$ cat src/hdl/bmgh_mul.sv
// Shared 32x32 unsigned multiplier with a registered product.
// Used by the sequencer for every product but the quotient check; depends on nothing.
`default_nettype none

module bmgh_mul (
  input  wire logic        clk,
  input  wire logic [31:0] op_a,
  input  wire logic [31:0] op_b,
  output logic      [63:0] prod_r
);

  always_ff @(posedge clk) begin
    prod_r <= 64'(op_a) * 64'(op_b);
  end

endmodule

`default_nettype wire

$ cat config.mk
export PLATFORM = sky130hd
export DESIGN_NAME = bmgh_mul
export DESIGN_NICKNAME = d
export VERILOG_FILES = /design/src/hdl/bmgh_mul.sv
export SDC_FILE = /design/constraint.sdc
export NUM_CORES = 2
export LEC_CHECK = 0
export BUFFER_PORTS_ARGS = -buffer_cell sky130_fd_sc_hd__buf_2
export CAP_MARGIN = 0
export CORE_ASPECT_RATIO = 1.1
export CORE_MARGIN = 8
export CORE_UTILIZATION = 55
export CTS_BUF_LIST = sky130_fd_sc_hd__clkbuf_2
export DETAILED_ROUTE_END_ITERATION = 8
export GPL_TIMING_DRIVEN = 1
export MAX_ROUTING_LAYER = met4
export PLACE_DENSITY = 0.82
export SYNTH_ARGS = -nofsm -noshare
export SYNTH_HDL_FRONTEND = slang
export SYNTH_SLANG_ARGS = --single-unit
export TNS_END_PERCENT = 20
$ cat constraint.sdc
create_clock -name clk -period 7.2 [get_ports clk]
set_clock_uncertainty 0.2 [all_clocks]
set_input_delay 0.72 -clock clk [delete_from_list [all_inputs] [get_ports clk]]
set_output_delay 0.72 -clock clk [all_outputs]
set_load 0.005 [all_outputs]
* After elaboration in Yosys (flattened, before gate mapping)
Index checks and enable logic that the tools add are counted.
Operators by class: multipliers 1
Operators with widths (number):
- $mul A32 B32 Y64 | 1
Storage, ports and cells: flip-flop bits (word level) 64, bits of input ports 65, logic and storage cells 2

* Depth between registers and ports, before layout
depth after elaboration 1, gate-level depth with buffers 29, gate-level depth less buffers 27

* Least setup slack after synthesis
No wires, ideal clock.
path type input to register, from in op_a[25], to reg prod_r[62], arrival time 7401 ps, data required time 6928 ps, slack -473 ps, stages on the path 25, path buffers 2, cell sequence clkbuf_1 nand2_1 fa_1 inv_1 fa_1 inv_1 fa_1 inv_1 fa_1 fa_1 fa_1 fa_1 inv_1 fa_1 inv_1 ha_1 buf_2 nand4_1 or4_1 or3_1 a31oi_1 a31o_2 a211oi_1 o21ai_1 xor2_1
Between the ends: cells in the longest elaborated chain, start to end 1
Ends and longest elaborated chain:
- start, declared | line 7 | input wire logic [31:0] op_a,
- $mul A32 B32 Y64 | line 13 | prod_r <= 64'(op_a) * 64'(op_b);
- end signal, assigned | line 13
- end, declared | line 9 | output logic [63:0] prod_r
Every way passes these cells.

* Final worst setup path
from in op_a[24], to reg prod_r[58]
Same word-level chain as after synthesis.

==> metrics.csv <==
metric,value,unit
status,"complete, but fails checks",
failing checks,negative setup slack,
share of the synthesized area in the top cell type,51.7,%
boundary pin count,129,
Synth cell types,57,
cell depth of the worst hold path,4,
synthesized area per cell,9.25,µm²
fin nets,5231,
RePlAce Congestion,0.981,
multi-input logic area,0.0299,mm²
"top cells by area, synth","fa_1 52%, and2_1 11%, ha_1 9.5%",
CTS tree,done,
Starting Density,55.6,%
Fill cells,4829,
total track usage,27.6,%
DR DRC count,0,
die area,0.0713,mm²
max reg flops,64,
Syn Nets,4972,
Pre-Repair DR Iteration Count,7,
Hold EP,prod_r[1],
Final ANT Viol Nets,0,
Iter 0 DRT Violations,1514,
Post-synth EDFFs,0,
largest net degree at the start of global routing,31,
die height,279,µm
crit-path max FO,5,
TritonCTS Buffers,9,
final setup vio count,1,
detailed-route wire length per cell,19.5,µm
vias in the first global route,30248,
"Seq/Total Area, Yosys",3.69,%
P&R area growth vs syn,13.4,%
Worst Path Arrival,7.50,ns
final core occ,63.1,%
Critical Path Start Type,primary input,
clk buf depth,2,
overflow left after global routing,0,
first-pass GRT wire length,153000,µm
Largest regs,prod_r x64,
slew at the pin closest to its max-slew limit,0.538,ns
share of cells above drive strength 1,15.4,%
Largest Register,prod_r,
#FFs+latches synth,64,
number of warnings issued by yosys,0,
Detail Placement HPWL,82500,µm
post-place setup slack,-0.953,ns
"Worst Path Class, Setup",in2reg,
MaxCap Viol Count,0,
row cnt,96,
hold_buf cts,0,
DRT Wirelength,94600,µm
Die W,255,µm
antenna violations before repair,2,
Mapped Area,0.0347,mm²
"area leader, netlist",fa_1,
FF+latch area,0.00128,mm²
Crit path required time,7.47,ns
clk sinks,64,
"Hold Vio Cnt, Final",0,
Cells after Synth,3748,
fmax,138,MHz
Avg Vias per Cell,5.48,
Clock transition at path regs,0.19,ns
"FFs w/ async S/R, synth",0,%
PortBufs,128,
CP endpoint kind,flip-flop,
Main synth FF type,dfxtp_1,
Final WS setup,-0.0318,ns
"Min Clock Period, post-route",7.23,ns
H-tree Lvls,3,
max-slew violation count,0,
Via Count,26573,
Slew HR,63.9,%
CTS Root Cell,clkbuf_2,
core area,0.0623,mm²
Min-Delay Startpoint,op_a[1],
Final period util,100,%
Hold Path Class,in2reg,
RSZ-0062 raised after global routing,true,
==> how the worst max path moves through the flow <==
stage | start | to | slack, ns | depth (start not counted)
floorplan | op_b[8] | prod_r[62] | -0.26 | 26
global placement | op_b[9] | prod_r[62] | -0.80 | 24
detailed placement | op_b[9] | prod_r[62] | -0.95 | 24
CTS | op_b[18] | prod_r[60] | 0.0002 | 25
global route | op_a[28] | prod_r[42] | -0.12 | 23
finish | op_a[24] | prod_r[58] | -0.03 | 25
==> final cells by class <==
| type | instances | area share (%) |
|---|---|---|
| sequential | 64 | 3.26 |
| clock inverter | 6 | 0.216 |
| timing repair buffer | 468 | 9.46 |
| antenna | 2 | 0.0127 |
| tap | 833 | 2.65 |
| clock buffer | 9 | 0.115 |
| multi-input combinational | 2599 | 76.0 |
| inverter | 865 | 8.25 |
==> routing by layer <==
layer	up-vias	wire length (µm)	track usage (%)	share of wire, %
met5	-	0	-	0
met4	0	8190	19.5	8.7
met3	472	5280	3.04	5.6
met2	1180	50000	49.0	53
met1	13558	31100	28.6	33
li1	11363	-	-	-
==> worst max-delay path: stages <==
cell and delay (ns):
buf_4 0.15, buf_4 0.15, and2_1 0.16, fa_1 0.46, fa_1 0.57, inv_2 0.05
fa_1 0.56, inv_2 0.05, fa_1 0.49, inv_1 0.05, fa_2 0.62, fa_1 0.45
fa_1 0.48, fa_1 0.50, inv_1 0.06, ha_4 0.26, nand4_1 0.10, or4_4 0.45
a2bb2oi_2 0.18, o211a_1 0.17, a31oi_4 0.26, a31o_4 0.22, a211oi_4 0.07, buf_4 0.15
xnor2_2 0.11
==> cell usage after synthesis, drive strengths merged (25+ instances only) <==
cell    count
dfxtp      64
clkbuf    213
ha        263
and2      602
xnor2      35
inv       865
a21o       40
fa        896
xor2       25
o21ai      26
a21oi      66
nand2     480
==> metrics by stage <==
| step | cell area [µm²] | instances | hold slack [ns] | setup TNS, ns |
|---|---|---|---|---|
| floorplan | 35000 | 3748 | 0.647 | -1.94 |
| global placement | 38200 | 4816 | 0.900 | -19.95 |
| detailed placement | 38200 | 4816 | 0.899 | -23.45 |
| CTS | 38600 | 4834 | 0.549 | 0 |
| global route | 39300 | 4845 | 0.586 | -0.841 |
| finish | 39300 | 4846 | 0.600 | -0.0318 |
==> cells in the final DEF (no fill, tap or decap), types with 13 or more instances in the layout <==
master   count
fa_2        25
ha_4        16
dfxtp_1     64
a21o_1      40
and2_4      19
inv_1      854
nand4_1     23
o21ai_0     19
nor2_1      18
and3_1      13
and2_1     583
a21oi_1     51
xor2_1      24
buf_4      321
fa_1       871
ha_1       244
nand2_1    477
buf_6       40
xnor2_1     34
buf_2       78
==> kinds of logic (layout without fill, tap and decap cells) <==
| kind of cell | Yosys count | in the layout | share of synthesized area (%) |
|---|---|---|---|
| AO/OA/AOI/OAI | 202 | 202 | 4.15 |
| XOR/XNOR | 60 | 60 | 1.52 |
| adder cells (fa/ha/maj) | 1159 | 1159 | 61.2 |
| buffers and inverters | 1085 | 1348 | 11.8 |
| flip-flops | 64 | 64 | 3.69 |
| multiplexers | 1 | 1 | 0.0289 |
| other | 0 | 2 | 0 |
| AND/OR/NAND/NOR | 1177 | 1177 | 17.6 |
==> what timing repair did <==
item	4_1_cts	5_1_grt
endpoints found under the setup margin	23	24
gates cloned	0	1
pin swaps	16	89
resized for setup	65	165
setup buffers	3	9
Power is left out: the tool's default activity adds up to more than one toggle a clock period on the data nets, which glitch-free logic cannot reach.
