[src/hdl/bmgh_sqrt.sv]
// Bit-serial integer square root of a 54-bit radicand, one result bit a cycle.
// Depends on nothing; started and polled by the top-level sequencer.
`default_nettype none

module bmgh_sqrt (
  input  wire logic        clk,
  input  wire logic        rst_n,
  input  wire logic        start,
  input  wire logic [53:0] radicand,
  output logic             busy_r,
  output logic      [26:0] root
);

  logic [55:0] rem_r, rem_nxt;
  logic [55:0] root_r, root_nxt;
  logic [4:0]  k_r, k_nxt;
  logic        busy_nxt;
  logic [55:0] bitv;
  logic [56:0] trial;

  always_comb begin
    bitv     = 56'd1 << {k_r, 1'b0};
    trial    = {1'b0, root_r} + {1'b0, bitv};
    rem_nxt  = rem_r;
    root_nxt = root_r;
    k_nxt    = k_r;
    busy_nxt = busy_r;
    if (start) begin
      rem_nxt  = {2'b00, radicand};
      root_nxt = '0;
      k_nxt    = 5'd26;
      busy_nxt = 1'b1;
    end else if (busy_r) begin
      if ({1'b0, rem_r} >= trial) begin
        rem_nxt  = rem_r - trial[55:0];
        root_nxt = (root_r >> 1) + bitv;
      end else begin
        root_nxt = root_r >> 1;
      end
      k_nxt = k_r - 5'd1;
      if (k_r == 5'd0) begin
        busy_nxt = 1'b0;
      end
    end
  end

  always_ff @(posedge clk) begin
    if (!rst_n) begin
      busy_r <= 1'b0;
    end else begin
      busy_r <= busy_nxt;
    end
    rem_r  <= rem_nxt;
    root_r <= root_nxt;
    k_r    <= k_nxt;
  end

  assign root = root_r[26:0];

endmodule

`default_nettype wire
[config.mk]
export PLATFORM = sky130hd
export DESIGN_NAME = bmgh_sqrt
export DESIGN_NICKNAME = d
export VERILOG_FILES = /design/src/hdl/bmgh_sqrt.sv
export SDC_FILE = /design/constraint.sdc
export NUM_CORES = 1
export LEC_CHECK = 0
export BUFFER_PORTS_ARGS = -buffer_cell sky130_fd_sc_hd__buf_2
export CAP_MARGIN = 20
export CORE_MARGIN = 3
export CORE_UTILIZATION = 25
export DETAILED_ROUTE_END_ITERATION = 10
export GPL_ROUTABILITY_DRIVEN = 1
export GPL_TIMING_DRIVEN = 0
export SYNTH_ARGS = -nofsm -noshare
export SYNTH_HDL_FRONTEND = slang
export SYNTH_SLANG_ARGS = --single-unit
[constraint.sdc]
create_clock -name clk -period 13 [get_ports clk]
set_input_delay 1.95 -clock clk [delete_from_list [all_inputs] [get_ports clk]]
set_output_delay 1.95 -clock clk [all_outputs]
set_load 0.005 [all_outputs]
---- Yosys cells after proc, flatten, opt, wreduce, memory -nomap -nowiden ----
Cells that the tools add are included.
operators by class
  $lt $le $gt $ge ......................... 1
  reduce and logical (&&, ||, !) cells .... 5
  muxes and demuxes ....................... 7
  $add $sub $neg .......................... 4
  shift operators ......................... 1
operators by type and width
  kind                                              count
  two-way mux 54 bit                                3
  adder 56 x 56 -> 57 bit                           1
  greater-or-equal comparator 56 x 57 -> 1 bit      1
  adder 55 x 56 -> 56 bit                           1
  two-way mux 56 bit                                1
  << shifter 1 x 6 -> 56 bit, first input constant  1
  subtractor 56 bit                                 1
  logical NOT 5 bit                                 1
  subtractor 5 x 1 -> 5 bit, second input constant  1
  AND reduction 2 bit                               2
  nonzero test 2 bit                                2
  two-way mux 1 bit                                 3
storage, ports and cells
  register bits ........................... 118
  logic and storage cells ................. 23
  input bits .............................. 57
  output and inout port bits .............. 28

---- Logic depth before layout (Yosys ltp) ----
  depth after elaboration ................. 6
  mapped depth ............................ 33

---- Worst setup path before layout ----
Ideal clock, no wire load.
  kind .................................... register to register
  start ................................... reg k_r[2]
  end ..................................... reg rem_r[0], enable pin
  stages on the path, launching flop included .. 28
  clock period less this slack ............ 7.149 ns
  data arrival time ....................... 6.728 ns
  required time ........................... 12.580 ns
  path slack .............................. 5.851 ns
  library setup time ...................... 0.420 ns
  path buffers ............................ 3
  cell sequence ........................... dfxtp_1 buf_2 or2_2 clkbuf_1 nor2_1 ha_1 a31oi_1 a211o_1 o21ai_0 a21o_1 a21oi_1 o21ai_0 a31oi_1 o21bai_1 a31o_2 xnor2_1 ha_1 buf_4 nand4_1 or3_1 or2_0 o22ai_1 a31o_2 o31ai_2 o311a_1 a211oi_4 nand2_1 nand2b_1
between the ends
  longest elaborated chain between the ends .. 5
RTL lines
  what                                          RTL line  text
  start, declared                               16        logic [4:0] k_r, k_nxt;
  start signal, assigned                        55        k_r <= k_nxt;
  << shifter 1 x 6 -> 56 bit                    22        bitv = 56'd1 << {k_r, 1'b0};
  adder 56 x 56 -> 57 bit                       23        trial = {1'b0, root_r} + {1'b0, bitv};
  greater-or-equal comparator 56 x 57 -> 1 bit  34        if ({1'b0, rem_r} >= trial) begin
  nonzero test 2 bit (no source line)           n/a
  AND reduction 2 bit (no source line)          n/a
  end signal, assigned                          53        rem_r <= rem_nxt;
  end, declared                                 14        logic [55:0] rem_r, rem_nxt;
No other way between the ends.
A chain may end at the register's enable or synchronous reset.

---- Worst setup path in the final report ----
  start ................................... reg k_r[0]
  end ..................................... reg rem_r[17], enable pin
The elaborated chain is that of the path after synthesis.

==> reports/qor.txt <==
power per standard cell area -> 239 nW/um2
Int Pwr -> 1.77 mW
routed length on met1 -> 19600 um
Total Die Area -> 52600 um2
kind of critical path -> reg -> reg
number of cells upsized or downsized after cts -> 0
n_diodes -> 0
Die Ht -> 229 um
relative contribution of sequential cells to total power -> 19.9%
initial antenna violation count -> 0
leading cell types by count after synthesis -> sky130_fd_sc_hd__nand2_1 (178), sky130_fd_sc_hd__nor2_1 (140), sky130_fd_sc_hd__o21ai_0 (130)
worst skew pair latency -> 0.44 ns
Relative slew margins -> 29.9%
number of CTS-inserted buffers -> 17
Clock Skews -> 0.0111 ns
maximum level of the CTS H-tree -> 4
aggregate routed wire length -> 42100 um
total number of placement rows -> 81
top-count cell post-synth -> sky130_fd_sc_hd__nand2_1
post-CTS setup repair buffer count -> 0
beginning of the worst hold path -> root_r[0]
Post-DP HPWL -> 32800 um
fraction of the core area covered by cells at the end of the flow -> 29.2%
clock tree root buffer cell -> sky130_fd_sc_hd__clkbuf_16
Max Freq -> 0.119 GHz
syn_area_per_cell -> 7.83 um2
placer's final routability congestion estimate -> 0.919
cells taking the most area after synthesis -> sky130_fd_sc_hd__edfxtp_1 (13%), sky130_fd_sc_hd__ha_1 (12%), sky130_fd_sc_hd__dfxtp_1 (10%), sky130_fd_sc_hd__nand2_1 (5.4%), sky130_fd_sc_hd__xnor2_1 (5.3%)
unrepaired setup endpoints after global routing -> no
TritonCTS clock tree -> done
Detailed Route Iter0 Violations -> 1027
per-cell via count in the routed design -> 5.15
flip-flop cell with the highest count after synthesis -> sky130_fd_sc_hd__dfxtp_1
required time at the endpoint of the critical path -> 13.06 ns
reg-to-reg critical path startpoint -> k_r[0]
cell type of the slowest stage on the worst timing path -> sky130_fd_sc_hd__nand2b_4
total via count in the routed design -> 12200
Crit. End Element -> flop
synthesized flop and latch total -> 118
Sw Ratio -> 48.4%
clock sink count -> 118
largest area contributor in the netlist -> sky130_fd_sc_hd__edfxtp_1
Max IR drop VDD -> 0.000137 V
portion of total power attributed to the clock network -> 14.5%
post-synthesis net count -> 1765
first-pass GRT wire length -> 65600 um
highest routed layer -> met4
quantity of hold-fixing buffers added after cts -> 0
number of synthesized flops with an enable pin -> 54
share of layout cells above drive strength 1 -> 11.6%
CP Max Fanout -> 54
Min Clock Period, post-route -> 8.39 ns
vias in the first global route -> 11900
final critical-path share of the clock period -> 64.5%
Final Hold Viols -> 0
type of the worst min-delay path -> reg -> reg
fraction of synthesis flops using an asynchronous set or reset pin -> 0%
max-capacitance violation count -> 0
Clock Path Buffers -> 2
Setup Viol. Count Final -> 0
total congestion overflow after global routing -> 0
proportion of netlist area held by the largest area contributor -> 13.0%
Routed WL per cell -> 17.8 um
largest net degree at the start of global routing -> 55
outcome -> finished, final reports clean
Critical Path Source -> k_r[0]
final count of pins violating max slew -> 0
Fin Setup TNS -> 0 ns
number of input and output port buffers inserted -> 83
synth-to-layout area growth -> 14.8%
Antenna Nets Post-Route -> 0
Pre-antenna DRT Iters -> 5
cell area after synthesis -> 12500 um2
wire length on met3 -> 2200 um
placeable core area -> 49100 um2
sequential-to-total area share from yosys stat -> 23.3%
Synth warnings -> 0
critical path launch point type -> flop
number of cells produced by synthesis -> 1592
leakage power -> 5.52 nW
remaining design rule violation count -> 0
overall track demand over capacity in global routing -> 15.6%
Critical Path Max Stage Delay -> 0.74 ns
Net count, final -> 1868
switching power of the nets -> 1.66 mW
post-synth cell types -> 76
combinational power share -> 65.5%
initial cell density of the core -> 25.4%
Worst Max-Slew Pin Slew -> 1.05 ns
io pins -> 85
met2 wire length -> 19300 um
DIE WIDTH -> 229 um
Crit path top cell by count -> sky130_fd_sc_hd__ha_1
Reg clk slew, reported paths -> 0.06 ns
arrival time of the worst setup path -> 8.45 ns
## worst paths after layout
kind	slack, ns	depth (start not counted)	endpoint
setup reg to reg	4.61	28	rem_r[17]
hold / removal	0.53	2	root_r[0]
hold reg to reg	0.53	2	root_r[0]
setup / recovery	4.61	28	rem_r[17]
## layout make-up
| cell class | instances | area, um2 |
|---|---|---|
| Buffer | 111 | 573 |
| Clock buffer | 21 | 460 |
| Sequential cell | 118 | 2900 |
| Clock inverter | 11 | 130 |
| Fill cell | 5313 | 34700 |
| Timing Repair Buffer | 84 | 420 |
| Tap cell | 664 | 831 |
| Multi-Input combinational cell | 1336 | 8890 |
| Inverter | 27 | 101 |
## worst max-delay path: cells and delay by family (launching register included)
family          cells  cell delay (ns)
fa+ha+maj           4             0.99
xor+xnor            1             0.21
simple gates       11             2.84
flops               1             0.44
compound gates     10             3.06
buf+inv             2             0.40
## layout by cell type, fill, tap and decap left out, drive strengths merged, types with 43 or more instances in the layout
master / instances
nand2b: 43
o21ai: 130
nor2: 140
ha: 115
buf: 136
nand2: 178
edfxtp: 54
dfxtp: 64
clkbuf: 80
a21oi: 122
xor2: 70
xnor2: 75
a211oi: 59
## routing by layer
metal	vias to the layer above	global-route usage [%]
li1	6033	-
met4	0	5.10
met2	346	25.6
met3	61	2.52
met1	5769	20.9
met5	-	0
## sequential cells by signal, summed over array words and instances (netlist names)
signal  flops
root_r     56
busy_r      1
k_r         5
rem_r      56
## kinds of logic after synthesis
group	share of synthesized area, %
buf+inv	5.41
simple gates	20.4
mux	2.51
compound gates	26.4
flops	23.3
xor+xnor	10.2
fa+ha+maj	11.8
## stage by stage
step / instances / cell area, um2 / hold slack (ns) / setup WS [ns] / power [mW]
after detailed placement: 2339 / 13700 / 0.526 / 4.79 / 2.90
after CTS: 2371 / 14300 / 0.540 / 4.73 / 3.41
after floorplan: 1592 / 12500 / 0.470 / 5.85 / 2.30
final: 2372 / 14300 / 0.526 / 4.61 / 3.42
after global routing: 2372 / 14300 / 0.547 / 4.26 / 3.70
after global placement: 2339 / 13700 / 0.499 / 3.35 / 2.89
## power groups by stage
stage | sequential (mW) | clock (mW) | combinational [mW]
global route | 0.700 | 0.517 | 2.48
CTS | 0.683 | 0.499 | 2.23
global placement | 0.693 | 0 | 2.20
detailed placement | 0.690 | 0 | 2.21
floorplan | 0.648 | 0 | 1.65
finish | 0.683 | 0.497 | 2.24
Note: power is estimated with default switching activity, not from simulation.
